File: src/rtl/thrm_pkg.sv
// ----------------------------------------------------------------------------
// thrm_pkg
// Shared types and constants of the touch health recovery monitor.
// ----------------------------------------------------------------------------
package thrm_pkg;

  localparam int unsigned TimeBitsDefault = 32;
  localparam int unsigned LimitBits       = 16;
  localparam int unsigned StampBits       = 32;
  localparam int unsigned CountBits       = 32;
  localparam int unsigned CoordBits       = 16;
  localparam int unsigned PointBits       = 3;
  localparam int unsigned CfgIdxBits      = 2;

  localparam logic [LimitBits-1:0] FailLimitReset  = 16'd1500;
  localparam logic [LimitBits-1:0] CooldownReset   = 16'd3000;
  localparam logic [LimitBits-1:0] StuckLimitReset = 16'd4000;

  // register indexes of the configuration port
  localparam logic [CfgIdxBits-1:0] RegFailLimit  = 2'd0;
  localparam logic [CfgIdxBits-1:0] RegCooldown   = 2'd1;
  localparam logic [CfgIdxBits-1:0] RegStuckLimit = 2'd2;

  typedef enum logic [1:0] {
    CauseNone  = 2'd0,
    CauseFail  = 2'd1,
    CauseStuck = 2'd2
  } cause_e;

  typedef struct packed {
    logic [LimitBits-1:0] fail_limit;
    logic [LimitBits-1:0] cooldown;
    logic [LimitBits-1:0] stuck_limit;
  } cfg_t;

  typedef struct packed {
    logic                 read_ok;
    logic [PointBits-1:0] point_count;
    logic [CoordBits-1:0] touch_x;
    logic [CoordBits-1:0] touch_y;
    logic [StampBits-1:0] now_ms;
  } poll_t;

  typedef struct packed {
    logic                 recover;
    cause_e               cause;
    logic [CountBits-1:0] recoveries;
    logic                 status_ok;
  } res_t;

endpackage

File: src/rtl/thrm_cfg.sv
// ----------------------------------------------------------------------------
// thrm_cfg
// Configuration register file: fail limit, cooldown and stuck limit.
// ----------------------------------------------------------------------------
module thrm_cfg (
  input  logic                                clk_i,
  input  logic                                rst_ni,
  input  logic                                wr_en_i,
  input  logic [thrm_pkg::CfgIdxBits-1:0]     wr_idx_i,
  input  logic [thrm_pkg::LimitBits-1:0]      wr_data_i,
  output thrm_pkg::cfg_t                      cfg_o
);
  import thrm_pkg::*;

  cfg_t cfg_q, cfg_d;

  always_comb begin
    cfg_d = cfg_q;
    if (wr_en_i) begin
      unique case (wr_idx_i)
        RegFailLimit:  cfg_d.fail_limit  = wr_data_i;
        RegCooldown:   cfg_d.cooldown    = wr_data_i;
        RegStuckLimit: cfg_d.stuck_limit = wr_data_i;
        default:       cfg_d = cfg_q;  // unused index, write dropped
      endcase
    end
  end

  always_ff @(posedge clk_i or negedge rst_ni) begin
    if (!rst_ni) begin
      cfg_q.fail_limit  <= FailLimitReset;
      cfg_q.cooldown    <= CooldownReset;
      cfg_q.stuck_limit <= StuckLimitReset;
    end else begin
      cfg_q <= cfg_d;
    end
  end

  assign cfg_o = cfg_q;

endmodule

File: src/rtl/thrm_core.sv
// ----------------------------------------------------------------------------
// thrm_core
// Health state and per-poll decision: failure timer, held-press tracker,
// cooldown and recovery count.
// ----------------------------------------------------------------------------
module thrm_core #(
  parameter int unsigned TimeBits = thrm_pkg::TimeBitsDefault
) (
  input  logic            clk_i,
  input  logic            rst_ni,
  input  logic            step_i,
  input  thrm_pkg::poll_t poll_i,
  input  thrm_pkg::cfg_t  cfg_i,
  output thrm_pkg::res_t  res_o
);
  import thrm_pkg::*;

  logic                 failing_q, failing_d;
  logic [TimeBits-1:0]  fail_start_q, fail_start_d;
  logic [TimeBits-1:0]  last_rec_q, last_rec_d;
  logic [CountBits-1:0] total_q, total_d;
  logic                 held_q, held_d;
  logic [TimeBits-1:0]  held_since_q, held_since_d;
  logic [CoordBits-1:0] held_x_q, held_x_d;
  logic [CoordBits-1:0] held_y_q, held_y_d;

  // stamp and limits brought to the time width
  logic [TimeBits+StampBits-1:0] now_wide;
  logic [TimeBits+LimitBits-1:0] fail_lim_wide, cool_wide, stuck_lim_wide;
  logic [TimeBits-1:0]           now_t, fail_lim_t, cool_t, stuck_lim_t;

  assign now_wide       = {{TimeBits{1'b0}}, poll_i.now_ms};
  assign fail_lim_wide  = {{TimeBits{1'b0}}, cfg_i.fail_limit};
  assign cool_wide      = {{TimeBits{1'b0}}, cfg_i.cooldown};
  assign stuck_lim_wide = {{TimeBits{1'b0}}, cfg_i.stuck_limit};
  assign now_t          = now_wide[TimeBits-1:0];
  assign fail_lim_t     = fail_lim_wide[TimeBits-1:0];
  assign cool_t         = cool_wide[TimeBits-1:0];
  assign stuck_lim_t    = stuck_lim_wide[TimeBits-1:0];

  logic [TimeBits-1:0] fail_age, cool_age, held_age;
  logic                fail_due, cool_done, stuck_due, moved;
  cause_e              cause;

  assign fail_age  = now_t - fail_start_q;
  assign cool_age  = now_t - last_rec_q;
  assign held_age  = now_t - held_since_q;
  assign fail_due  = fail_age >= fail_lim_t;
  assign cool_done = cool_age >= cool_t;
  assign stuck_due = held_age >= stuck_lim_t;
  assign moved     = !held_q || (poll_i.touch_x != held_x_q) || (poll_i.touch_y != held_y_q);

  always_comb begin
    failing_d    = failing_q;
    fail_start_d = fail_start_q;
    last_rec_d   = last_rec_q;
    held_d       = held_q;
    held_since_d = held_since_q;
    held_x_d     = held_x_q;
    held_y_d     = held_y_q;
    cause        = CauseNone;
    if (!poll_i.read_ok) begin
      if (!failing_q) begin
        failing_d    = 1'b1;
        fail_start_d = now_t;
      end else if (fail_due && cool_done) begin
        cause        = CauseFail;
        last_rec_d   = now_t;
        fail_start_d = now_t;
      end
    end else begin
      failing_d = 1'b0;
      if (poll_i.point_count == '0) begin
        held_d = 1'b0;
      end else if (moved) begin
        // new or moved press restarts the tracker
        held_d       = 1'b1;
        held_since_d = now_t;
        held_x_d     = poll_i.touch_x;
        held_y_d     = poll_i.touch_y;
      end else if (stuck_due && cool_done) begin
        cause      = CauseStuck;
        last_rec_d = now_t;
        held_d     = 1'b0;
      end
    end
    total_d = total_q + {{(CountBits-1){1'b0}}, (cause != CauseNone)};
  end

  always_ff @(posedge clk_i or negedge rst_ni) begin
    if (!rst_ni) begin
      failing_q    <= 1'b0;
      fail_start_q <= '0;
      last_rec_q   <= '0;
      total_q      <= '0;
      held_q       <= 1'b0;
      held_since_q <= '0;
      held_x_q     <= '0;
      held_y_q     <= '0;
    end else if (step_i) begin
      failing_q    <= failing_d;
      fail_start_q <= fail_start_d;
      last_rec_q   <= last_rec_d;
      total_q      <= total_d;
      held_q       <= held_d;
      held_since_q <= held_since_d;
      held_x_q     <= held_x_d;
      held_y_q     <= held_y_d;
    end
  end

  assign res_o.recover    = (cause != CauseNone);
  assign res_o.cause      = cause;
  assign res_o.recoveries = total_d;
  assign res_o.status_ok  = poll_i.read_ok;

  // a stuck-press recovery drops the tracker
  a_stuck_clears_held: assert property (@(posedge clk_i) disable iff (!rst_ni)
    (step_i && cause == CauseStuck) |=> !held_q)
    else $error("held flag survived a stuck-press recovery");

  // the count moves by exactly one on each recovery
  a_total_counts: assert property (@(posedge clk_i) disable iff (!rst_ni)
    (step_i && cause != CauseNone) |=> (total_q == $past(total_q) + 1'b1))
    else $error("recovery count did not advance");

  // a failed read leaves the held-press tracker alone
  a_fail_keeps_held: assert property (@(posedge clk_i) disable iff (!rst_ni)
    (step_i && !poll_i.read_ok) |=> ($stable(held_q) && $stable(held_since_q)
                                     && $stable(held_x_q) && $stable(held_y_q)))
    else $error("failed read disturbed the held-press tracker");

endmodule

File: src/rtl/touch_health_recovery_monitor.sv
// ----------------------------------------------------------------------------
// touch_health_recovery_monitor
// Watches touch-controller polls and requests a controller recovery on
// persistent read failure or on a stuck press, with a cooldown in between.
// ----------------------------------------------------------------------------
// Each poll word gives exactly one result word. The block takes one poll per
// cycle while in_ready_o is high, its result registered: the poll lands in
// an input register, the decision logic (three modular subtractions and
// compares against the limits) runs against the health state and updates it
// in that same cycle, and the result is held in an output register until
// taken. The health state is updated once per poll, so a poll always sees
// the state left by the poll before it, even back to back. While a result
// sits unread, one more poll can wait in the input register; in_ready_o
// drops only when both are full. Configuration writes are taken every cycle
// and should only be issued while no poll is in flight. TIME_BITS sets the
// width of the stored timestamps and the modulus of all time differences.
module touch_health_recovery_monitor #(
  parameter int unsigned TIME_BITS = thrm_pkg::TimeBitsDefault
) (
  input  logic                              clk_i,
  input  logic                              rst_ni,
  // poll words
  input  logic                              in_valid_i,
  output logic                              in_ready_o,
  input  logic                              read_ok_i,
  input  logic [thrm_pkg::PointBits-1:0]    point_count_i,
  input  logic [thrm_pkg::CoordBits-1:0]    touch_x_i,
  input  logic [thrm_pkg::CoordBits-1:0]    touch_y_i,
  input  logic [thrm_pkg::StampBits-1:0]    now_ms_i,
  // result words
  output logic                              out_valid_o,
  input  logic                              out_ready_i,
  output logic                              recover_o,
  output logic [1:0]                        cause_o,
  output logic [thrm_pkg::CountBits-1:0]    recoveries_o,
  output logic                              status_ok_o,
  // configuration writes
  input  logic                              cfg_valid_i,
  output logic                              cfg_ready_o,
  input  logic [thrm_pkg::CfgIdxBits-1:0]   cfg_index_i,
  input  logic [thrm_pkg::LimitBits-1:0]    cfg_data_i
);
  import thrm_pkg::*;

  cfg_t  cfg;
  poll_t poll_q;
  logic  poll_valid_q;
  res_t  res, res_q;
  logic  res_valid_q;
  logic  advance, step;

  // config registers are always writable
  assign cfg_ready_o = 1'b1;

  thrm_cfg u_cfg (
    .clk_i     (clk_i),
    .rst_ni    (rst_ni),
    .wr_en_i   (cfg_valid_i),
    .wr_idx_i  (cfg_index_i),
    .wr_data_i (cfg_data_i),
    .cfg_o     (cfg)
  );

  // result register frees up when empty or being taken
  assign advance    = !res_valid_q || out_ready_i;
  // poll in the input register is decided when the result register can load
  assign step       = poll_valid_q && advance;
  assign in_ready_o = !poll_valid_q || advance;

  // input register
  always_ff @(posedge clk_i or negedge rst_ni) begin
    if (!rst_ni) begin
      poll_valid_q <= 1'b0;
    end else if (in_ready_o) begin
      poll_valid_q <= in_valid_i;
    end
  end

  always_ff @(posedge clk_i) begin
    if (in_ready_o && in_valid_i) begin
      poll_q.read_ok     <= read_ok_i;
      poll_q.point_count <= point_count_i;
      poll_q.touch_x     <= touch_x_i;
      poll_q.touch_y     <= touch_y_i;
      poll_q.now_ms      <= now_ms_i;
    end
  end

  // decision logic and health state
  thrm_core #(
    .TimeBits (TIME_BITS)
  ) u_core (
    .clk_i  (clk_i),
    .rst_ni (rst_ni),
    .step_i (step),
    .poll_i (poll_q),
    .cfg_i  (cfg),
    .res_o  (res)
  );

  // result register
  always_ff @(posedge clk_i or negedge rst_ni) begin
    if (!rst_ni) begin
      res_valid_q <= 1'b0;
    end else if (advance) begin
      res_valid_q <= poll_valid_q;
    end
  end

  always_ff @(posedge clk_i) begin
    if (step) begin
      res_q <= res;
    end
  end

  assign out_valid_o  = res_valid_q;
  assign recover_o    = res_q.recover;
  assign cause_o      = res_q.cause;
  assign recoveries_o = res_q.recoveries;
  assign status_ok_o  = res_q.status_ok;

endmodule
File: config.mk
export PLATFORM = sky130hd
export DESIGN_NAME = touch_health_recovery_monitor
export DESIGN_NICKNAME = d
export VERILOG_FILES = /design/src/rtl/thrm_pkg.sv /design/src/rtl/thrm_cfg.sv /design/src/rtl/thrm_core.sv /design/src/rtl/touch_health_recovery_monitor.sv
export SDC_FILE = /design/constraint.sdc
export NUM_CORES = 1
export LEC_CHECK = 0
export BUFFER_PORTS_ARGS = -buffer_cell sky130_fd_sc_hd__clkbuf_2
export CORE_MARGIN = 2
export CORE_UTILIZATION = 56
export DETAILED_ROUTE_END_ITERATION = 7
export PLACE_DENSITY = 0.77
export REMOVE_ABC_BUFFERS = 1
export SKIP_CTS_REPAIR_TIMING = 1
export SLEW_MARGIN = 20
export SYNTH_ARGS = -nofsm -noshare
export SYNTH_HDL_FRONTEND = slang
export SYNTH_SLANG_ARGS = --single-unit
File: constraint.sdc
create_clock -name clk_i -period 6.67 [get_ports clk_i]
set_input_delay 0.3335 -clock clk_i [delete_from_list [all_inputs] [get_ports clk_i]]
set_output_delay 0.3335 -clock clk_i [all_outputs]
set_load 0.01 [all_outputs]
Yosys cells after proc, flatten, opt, wreduce, memory -nomap -nowiden
Index checks and enable logic that the tools add are counted.
{ "classes": {"reduce_logical": 24, "n_bitwise": 2, "muxes": 17, "eq_ne": 8, "n_addsub": 4, "magnitude_cmp": 3} }
{ "op_table": {"columns": ["operator", "n"], "rows": [
  ["2-to-1 mux 32 bit", 7],
  ["greater-or-equal comparator 32 x 16 -> 1 bit", 3],
  ["subtractor 32 bit", 3],
  ["adder 32 x 1 -> 32 bit", 1],
  ["inequality test 16 bit", 2],
  ["2-to-1 mux 2 bit", 5],
  ["inequality test 2 bit (second input constant)", 3],
  ["AND reduction 2 bit", 3],
  ["AND reduction 3 bit", 2],
  ["AND reduction 6 bit", 1],
  ["nonzero test 2 bit", 3],
  ["2-to-1 mux 1 bit", 5],
  ["logical AND 1 bit", 4],
  ["logical OR 1 bit", 4],
  ["AND reduction 4 bit", 1],
  ["logical NOT 1 bit", 3],
  ["logical NOT 3 bit", 1],
  ["nonzero test 3 bit", 1],
  ["== test 2 x 1 -> 1 bit (second input constant)", 1],
  ["== test 2 bit (second input constant)", 1],
  ["logical NOT 2 bit", 1],
  ["inequality test 2 x 1 -> 1 bit (second input constant)", 1],
  ["inverter 1 bit", 2]
]} }
{ "totals": {"out_inout_bits": 39, "regBits": 316, "word_cells": 80} }

Depth between registers and ports, before layout
Gate-level depths: netlist of the first run.
{ "logic_depth": {"ltp_word": 9, "mapped_depth": 35, "ltp_nobuf": 35} }

Hierarchy
A second synthesis of the first run with hierarchy kept.
{ "unflattened": {"hier_cells": 1839, "area_unflattened_um2": 19560.0} }
{ "modules_own_cells": {"columns": ["mod", "cells_each", "area_each_um2", "instances"], "rows": [
  ["thrm_core", 1623, 14481.4, 1],
  ["touch_health_recovery_monitor", 114, 3238.1, 1],
  ["thrm_cfg", 102, 1840.5, 1]
]} }

Worst setup path after synthesis of the first run
No wires, ideal clock.
{ "synth_timing": {"kind": "reg-to-reg", "start": "register poll_q[0] in the netlist's numbering", "end": "register res_q, in the netlist recoveries_o[30], data pin", "stages_incl_launch_ff": 34, "setup_ns": 0.258, "arrival_ns": 6.198, "required_ns": 6.412, "path_buffers": 0, "slack_ns": 0.214, "cell_sequence": "edfxtp_1 -> inv_1 -> ha_1 -> inv_1 -> fa_1 -> a21o_1 -> a221oi_2 -> o211a_1 -> o31a_1 -> o21ai_0 -> xor2_1 -> ha_1 -> a21o_1 -> a221oi_1 -> o211ai_1 -> a21oi_1 -> nand4_1 -> nor4_1 -> and4_1 -> or3b_4 -> a21oi_1 -> ha_1 -> ha_1 -> and3_1 -> and3_1 -> and4_1 -> nand3_1 -> nor2_1 -> nand3_1 -> or2_2 -> nor2_1 -> and2_0 -> nand2b_1 -> xnor2_1"} }
{ "synth_rtl": {"columns": ["element", "line", "rtl"], "rows": [
  ["start, declared", "touch_health_recovery_monitor.sv:46", "poll_t poll_q;"],
  ["end signal, assigned", "touch_health_recovery_monitor.sv:112", "res_q <= res;"],
  ["end, declared", "touch_health_recovery_monitor.sv:48", "res_t res, res_q;"]
]} }

==> impl_metrics.env, run 1 <==
export IMPL_layout_drive_gt1_share_pct=18.9
export IMPL_min_period_over_period_pct=96.9
export IMPL_overflow=0
export IMPL_hp_class="input port to register"
export IMPL_num_nets_final=2556
export IMPL_synthXorXnorAreaFrac_pct=6.28
export IMPL_synth_top_area_share_pct=23.6
export IMPL_grt_max_degree=109
export IMPL_internal_power_w=0.00507
export IMPL_max_stage_delay_ns=0.43
export IMPL_synthSimpleGateAreaFrac_pct=15.2
export IMPL_grt_pass1_wl_um=83400
export IMPL_hpwl_um=38600
export IMPL_leakage_nw=10.4
export IMPL_grt_util_all_layers_pct=27.4
export IMPL_root_buffer="clkbuf_16"
export IMPL_clk_pin_slew_ns=0.06
export IMPL_cp_end_kind="register"
export IMPL_synthCells=2095
export IMPL_synth_compound_area_share_pct=16.6
export IMPL_synth_async_reset_ratio_pct=67.1
export IMPL_startpoint_type="register"
export IMPL_wl_per_cell_um=19.2
export IMPL_viasPerCell=5.97
export IMPL_rsz0062_at_grt="yes"
export IMPL_vias=16800
export IMPL_tns_ns=0
export IMPL_hold_viol_final=0
export IMPL_worstPathMaxFanout=6
export IMPL_synth_fa_ha_area_share_pct=9.08
export IMPL_synth_edf_count=104
export IMPL_synth_flop_cell="dfrtp_1"
export IMPL_critical_path_slowest_cell="o41ai_4"
export IMPL_slew_viol_final=0
export IMPL_p_sw_w=0.00308
export IMPL_synth_top_family_by_area="compound AO/OA/AOI/OAI gates"
export IMPL_path_class="register to register"
export IMPL_combPwrFrac_pct=44.2
export IMPL_cpMostUsedCell="ha_1"
export IMPL_clock_path_buffers=3
export IMPL_syn_area_per_cell_sq_um=9.72
export IMPL_seqPwrFrac_pct=31.6
export IMPL_syn_cell_area_sq_mm=0.0204
export IMPL_arrival_ns=6.73
export IMPL_final_antenna_net_count=0
export IMPL_routed_wl_um=54000
export IMPL_num_rows=69
export IMPL_dr_pass1_iters=5
export IMPL_grt_antenna_before_repair=0
export IMPL_clock_skew_final_ns=0.0297
export IMPL_grt_pass1_vias=16400
export IMPL_yosys_area_top_type="dfrtp_1"
export IMPL_cap_violations=0
export IMPL_max_freq_mhz=155
export IMPL_routabilityCongestion=0.931
export IMPL_syn_to_final_growth_pct=16.8
export IMPL_cts_buffers=37
export IMPL_status="finished clean"
export IMPL_vdd_drop_max_mv=0.253
export IMPL_ys_types=94
export IMPL_cts_tree="done"
export IMPL_swShare_pct=37.8
export IMPL_synth_area_top_cells="dfrtp_1 24%, edfxtp_1 15%, ha_1 8.8%"
export IMPL_drt_iter0_drc=1333
export IMPL_clock_latency_ns=0.55
export IMPL_io_buffers=128
export IMPL_setup_viol=0
export IMPL_tightestPinTransition_ns=0.991
export IMPL_critPathRequiredTime_ns=6.94
export IMPL_core_sq_mm=0.0357
export IMPL_yosys_mux_area_fraction_pct=6.43
export IMPL_drc_errors=0
export IMPL_initial_core_util_pct=57.1
export IMPL_place_ws_ns=-0.194
export IMPL_synth_seq_area_share_pct=41.5
export IMPL_ios=130
export IMPL_power_density_mw_per_mm2=342
export IMPL_fin_ws_ns=0.205
export IMPL_die_area_sq_mm=0.0379
export IMPL_antennaDiodeCount=0
export IMPL_cts_sinks=316
export IMPL_yosys_register_bits=316
export IMPL_power_share_clock_pct=24.2
export IMPL_die_w_um=195
export IMPL_fin_crit_ns=6.46
export IMPL_htreeDepth=2
export IMPL_synth_warnings=0
export IMPL_die_height_um=195
export IMPL_slew_headroom_pct=33.9
-- area by class of cell --
type / instances / area [sq um]
Clock buffer: 55 / 1080
Inverter: 164 / 616
Timing Repair Buffer: 271 / 1900
Multi-Input combinational cell: 1529 / 11100
Clock inverter: 12 / 105
Tap cell: 461 / 577
Fill cell: 2750 / 11900
Sequential cell: 316 / 8450
-- worst max-delay path, delay by kind of cell, from the launching register on --
family | cells | cell delay (ns)
AOI/OAI and AO/OA | 13 | 2.71
xor gates and xnor gates | 2 | 0.23
adders and majority gates | 4 | 0.94
buffers and inverters | 1 | 0.19
DFF | 1 | 0.42
and+or+nand+nor | 13 | 1.70
-- worst paths after layout --
| kind | to | depth (start not counted) | startpoint | slack, ns |
|---|---|---|---|---|
| min in group asynchronous | u_cfg.cfg_o[41] | 2 | rst_ni | 0.44 |
| setup / recovery | recoveries_o[26] | 33 | poll_q[1] | 0.21 |
| hold reg to reg | u_core.total_q[31] | 1 | u_core.total_q[31] | 0.49 |
| hold / removal | u_cfg.cfg_o[0] | 2 | cfg_data_i[0] | 0.07 |
| max in group asynchronous | u_core.last_rec_q[21] | 3 | rst_ni | 4.65 |
| setup reg to reg | recoveries_o[26] | 33 | poll_q[1] | 0.21 |
-- metrics by stage --
stage | instance area, sq um | power (W) | instances | util, % | hold WS, ns
4_1_cts | 22900 | 0.00803 | 2722 | 64.1 | -0.0646
3_5_place_dp | 21700 | 0.00603 | 2655 | 60.8 | 0.484
3_3_place_gp | 21700 | 0.00592 | 2655 | 60.8 | 0.465
2_1_floorplan | 20000 | 0.00512 | 2009 | - | 0.0379
5_1_grt | 23800 | 0.00869 | 2808 | 66.7 | 0.0628
6_report | 23800 | 0.00815 | 2808 | 66.7 | 0.0721
-- cells in the mapped netlist (all sizes together), types with 32 or more instances --
master and instances:
clkbuf 53, o211ai 48, nand2 208, buf 33, xnor2 92, mux2 101
o21ai 126, nand3 74, nor3b 32, nand4 36, dfrtp 192, a21oi 148
edfxtp 104, ha 143, xor2 54, inv 163, a21o 36, nor2 99
-- layout by cell type (no fill, tap or decap), drive strengths merged, types with 25 or more instances in the layout --
cell type	synthesis	routed
nor2	99	99
o211ai	48	48
nor3b	32	32
a21oi	148	148
edfxtp	104	104
inv	163	164
clkbuf	53	183
o21ai	126	126
nand2b	25	25
buf	33	73
mux2	101	101
nand2	208	208
xor2	54	54
ha	143	143
nor3	31	31
dlygate4sd3	0	70
nand3	74	74
dfrtp	192	192
nand4	36	36
a21o	36	36
xnor2	92	92
-- power by group through the flow --
stage	logic, W	registers, W	clock network (W)
4_1_cts	0.00346	0.00257	0.00200
3_3_place_gp	0.00334	0.00258	0
2_1_floorplan	0.00256	0.00257	0
3_5_place_dp	0.00343	0.00260	0
6_report	0.00360	0.00258	0.00197
5_1_grt	0.00399	0.00261	0.00209
-- state kept, by name, indices dropped and copies added, names as in the netlist, 16 cells and up --
| signal | count |
|---|---|
| u_core.held_y_q | 16 |
| recoveries_o | 32 |
| u_core.held_since_q | 32 |
| u_core.total_q | 32 |
| u_core.held_x_q | 16 |
| u_core.fail_start_q | 32 |
| poll_q | 68 |
| u_cfg.cfg_o | 48 |
| u_core.last_rec_q | 32 |
-- layer usage --
metal | track usage [%] | share of wire (%) | up-vias
met3 | 3.02 | 5.1 | 108
met5 | 0 | 0 | -
met1 | 37.2 | 44 | 8134
met2 | 45.7 | 48 | 489
li1 | - | - | 8020
met4 | 9.32 | 3.0 | 0
-- kinds of logic after synthesis --
kind of cell | Yosys count
buffers and inverters | 250
muxes | 107
DFF | 316
AOI/OAI and AO/OA | 517
other | 1
and+or+nand+nor | 612
xor gates and xnor gates | 146
adders and majority gates | 146
Note: power is estimated with default switching activity, not from simulation.
==> inputs of run 2 (changes only) <==
--- a/config.mk
+++ b/config.mk
@@ -5,6 +5,7 @@
 export SDC_FILE = /design/constraint.sdc
 export NUM_CORES = 1
 export LEC_CHECK = 0
+export ABC_AREA = 1
 export BUFFER_PORTS_ARGS = -buffer_cell sky130_fd_sc_hd__clkbuf_2
 export CORE_MARGIN = 2
 export CORE_UTILIZATION = 56
==> constraint.sdc (replaced) <==
create_clock -name clk_i -period 6.67 [get_ports clk_i]
set_input_delay 1.0005 -clock clk_i [delete_from_list [all_inputs] [get_ports clk_i]]
set_output_delay 1.0005 -clock clk_i [all_outputs]
set_load 0.01 [all_outputs]
==> run 2 against run 1 <==
Compared with the run above: maximum frequency rose by 8.6%; via count is 14% higher; combinational power rose by 28%; worst hold slack improved by 0.40 ns.
==> impl_metrics.env, run 2 <==
export IMPL_routabilityCongestion=1.04
export IMPL_startpoint_type="register"
export IMPL_synth_area_top_cells="dfrtp_1 22%, nand2_1 19%, edfxtp_1 14%"
export IMPL_tightestPinTransition_ns=1.09
export IMPL_grt_antenna_before_repair=0
export IMPL_rsz0062_at_grt="no"
export IMPL_overflow=0
export IMPL_max_stage_delay_ns=0.43
export IMPL_hold_viol_final=0
export IMPL_synth_warnings=0
export IMPL_synth_flop_cell="dfrtp_1"
export IMPL_yosys_register_bits=316
export IMPL_grt_max_degree=117
export IMPL_synth_edf_count=104
export IMPL_vias=19100
export IMPL_arrival_ns=6.33
export IMPL_setup_viol=0
export IMPL_synth_seq_area_share_pct=39.1
export IMPL_die_w_um=201
export IMPL_min_to="u_core.last_rec_q[21]"
export IMPL_tns_ns=0
export IMPL_mostFrequentLayoutCell="nand2_1"
export IMPL_grt_pass1_wl_um=92100
export IMPL_max_freq_mhz=168
export IMPL_cts_tree="done"
export IMPL_min_path_cells=2
export IMPL_worstPathMaxFanout=5
export IMPL_timing_hold_ws_ns=0.468
export IMPL_antennaDiodeCount=0
export IMPL_initial_core_util_pct=57.2
export IMPL_ys_types=49
export IMPL_seq_area_sq_mm=0.00845
export IMPL_min_from="u_core.last_rec_q[21]"
export IMPL_min_period_over_period_pct=89.2
export IMPL_cts_buffers=35
export IMPL_largest_reg_flops=68
export IMPL_syn_to_final_growth_pct=9.99
export IMPL_num_nets_final=3390
export IMPL_power_density_mw_per_mm2=394
export IMPL_top_register="poll_q"
export IMPL_leakage_nw=13.1
export IMPL_syn_area_per_cell_sq_um=7.14
export IMPL_synth_async_reset_ratio_pct=67.1
export IMPL_slew_viol_final=0
export IMPL_grt_use_met2_pct=46.3
export IMPL_syn_cell_area_sq_mm=0.0216
export IMPL_cpMostUsedCell="nand2_1"
export IMPL_wl_per_cell_um=15.3
export IMPL_die_height_um=201
export IMPL_drc_errors=0
export IMPL_viasPerCell=5.18
export IMPL_critical_path_slowest_cell="fa_1"
export IMPL_clock_skew_final_ns=0.0230
export IMPL_core_sq_mm=0.0378
export IMPL_drt_iter0_drc=1299
export IMPL_io_buffers=128
export IMPL_clock_latency_ns=0.55
export IMPL_critPathRequiredTime_ns=7.04
export IMPL_use_met3_pct=3.30
export IMPL_fin_crit_ns=5.95
export IMPL_cap_violations=0
export IMPL_rr_startpoint="poll_q[0]"
export IMPL_root_buffer="clkbuf_16"
export IMPL_most_common_layout_cells="1,073 x nand2_1, 599 x inv_1, 192 x dfrtp_1, 180 x nor2_1, 143 x ha_1"
export IMPL_slew_headroom_pct=27.2
export IMPL_yosys_cell_count_top_type="nand2_1"
export IMPL_busiest_layer="met2"
export IMPL_grt_pass1_vias=18200
export IMPL_synth_top_area_share_pct=22.2
export IMPL_multi_input_area_sq_mm=0.0106
export IMPL_grt_util_all_layers_pct=28.5
export IMPL_worst_r2r_path_depth=39
export IMPL_final_antenna_net_count=0
export IMPL_num_rows=71
export IMPL_synthTopCellsByCount="1,074 x nand2_1, 600 x inv_1, 192 x dfrtp_1"
export IMPL_status="finished clean"
export IMPL_die_area_sq_mm=0.0402
export IMPL_path_class="register to register"
export IMPL_worstReg2RegEnd="u_core.total_q[30]"
export IMPL_routed_wl_um=56500
export IMPL_cp_end_kind="register"
export IMPL_hpwl_um=44500
export IMPL_clk_pin_slew_ns=0.06
export IMPL_dr_pass1_iters=5
export IMPL_hp_class="register to register"
export IMPL_vdd_drop_max_mv=0.248
export IMPL_ios=130
export IMPL_yosys_area_top_type="dfrtp_1"
export IMPL_synthCells=3028
export IMPL_htreeDepth=2
export IMPL_layout_drive_gt1_share_pct=10.1
export IMPL_met1_usage_pct=39.9
export IMPL_clock_path_buffers=3
export IMPL_cts_sinks=316
export IMPL_fill_cells=3495
export IMPL_r2r_slack_ns=0.72
## run 2: cell count changes after synthesis, sizes merged, moves of 22 or more
cell	delta
a21o	-35
nor2	+95
xnor2	-81
a21oi	-70
nand2b	-25
xor2	+22
nand3	+63
mux2	-101
nor3b	-31
clkbuf	-32
inv	+442
nand2	+909
o21ai	+43
o211ai	-48
## run 2: cell type report
type	instances	area share, %
multi-input cells	2060	44.7
flip-flops and latches	316	35.5
repair buffers	133	2.89
clock buffers	45	3.96
inverters	607	9.58
well taps	511	2.69
clock inverters	17	0.694
## run 2: power by group
group | switching (W) | internal [W]
clock | 0.000795 | 0.00112
sequential | 0.000321 | 0.00253
combinational | 0.00296 | 0.00165
## run 2: worst max-delay path by stage
stage,end,startpoint,slack [ns]
2_1_floorplan,u_core.total_q[30],poll_q[0],1.74
3_3_place_gp,u_core.total_q[30],poll_q[0],1.12
3_5_place_dp,u_core.total_q[30],poll_q[0],0.85
4_1_cts,u_core.total_q[30],poll_q[0],0.77
5_1_grt,u_core.total_q[30],poll_q[0],0.21
6_report,u_core.total_q[30],poll_q[0],0.72
## run 2: cell families after synthesis
kind of cell             count (synthesis)  share of synthesized area [%]
AO/OA/AOI/OAI                          263                           6.88
XOR/XNOR                                87                           3.56
adder cells (fa/ha/maj)                146                           8.55
buffers and inverters                  652                           11.9
flip-flops                             316                           39.1
other                                    1                         0.0173
AND/OR/NAND/NOR                       1563                           30.1
## run 2: worst max-delay path: cells and delay by family, from the launching register on
family	cells	cell delay, ns
AOI/OAI and AO/OA	3	0.56
buffers and inverters	2	0.29
adders and majority gates	5	1.33
and+or+nand+nor	27	2.89
xor gates and xnor gates	2	0.34
DFF	1	0.39
## run 2: through the flow
stage | cells | util, % | total power, W | setup WS, ns | area [sq um]
after floorplan | 2983 | - | 0.00621 | 1.74 | 21300
after global placement | 3627 | 59.9 | 0.00725 | 1.12 | 22700
after detailed placement | 3627 | 59.9 | 0.00741 | 0.852 | 22700
after CTS | 3689 | 62.9 | 0.00936 | 0.771 | 23800
after global routing | 3689 | 62.9 | 0.0102 | 0.214 | 23800
final | 3689 | 62.9 | 0.00937 | 0.718 | 23800
## run 2: per-layer routing
metal / share of wire [%] / wire length (um)
met1: 46 / 26100
met2: 46 / 25800
met3: 5.3 / 2970
met4: 2.8 / 1560
met5: 0 / 0
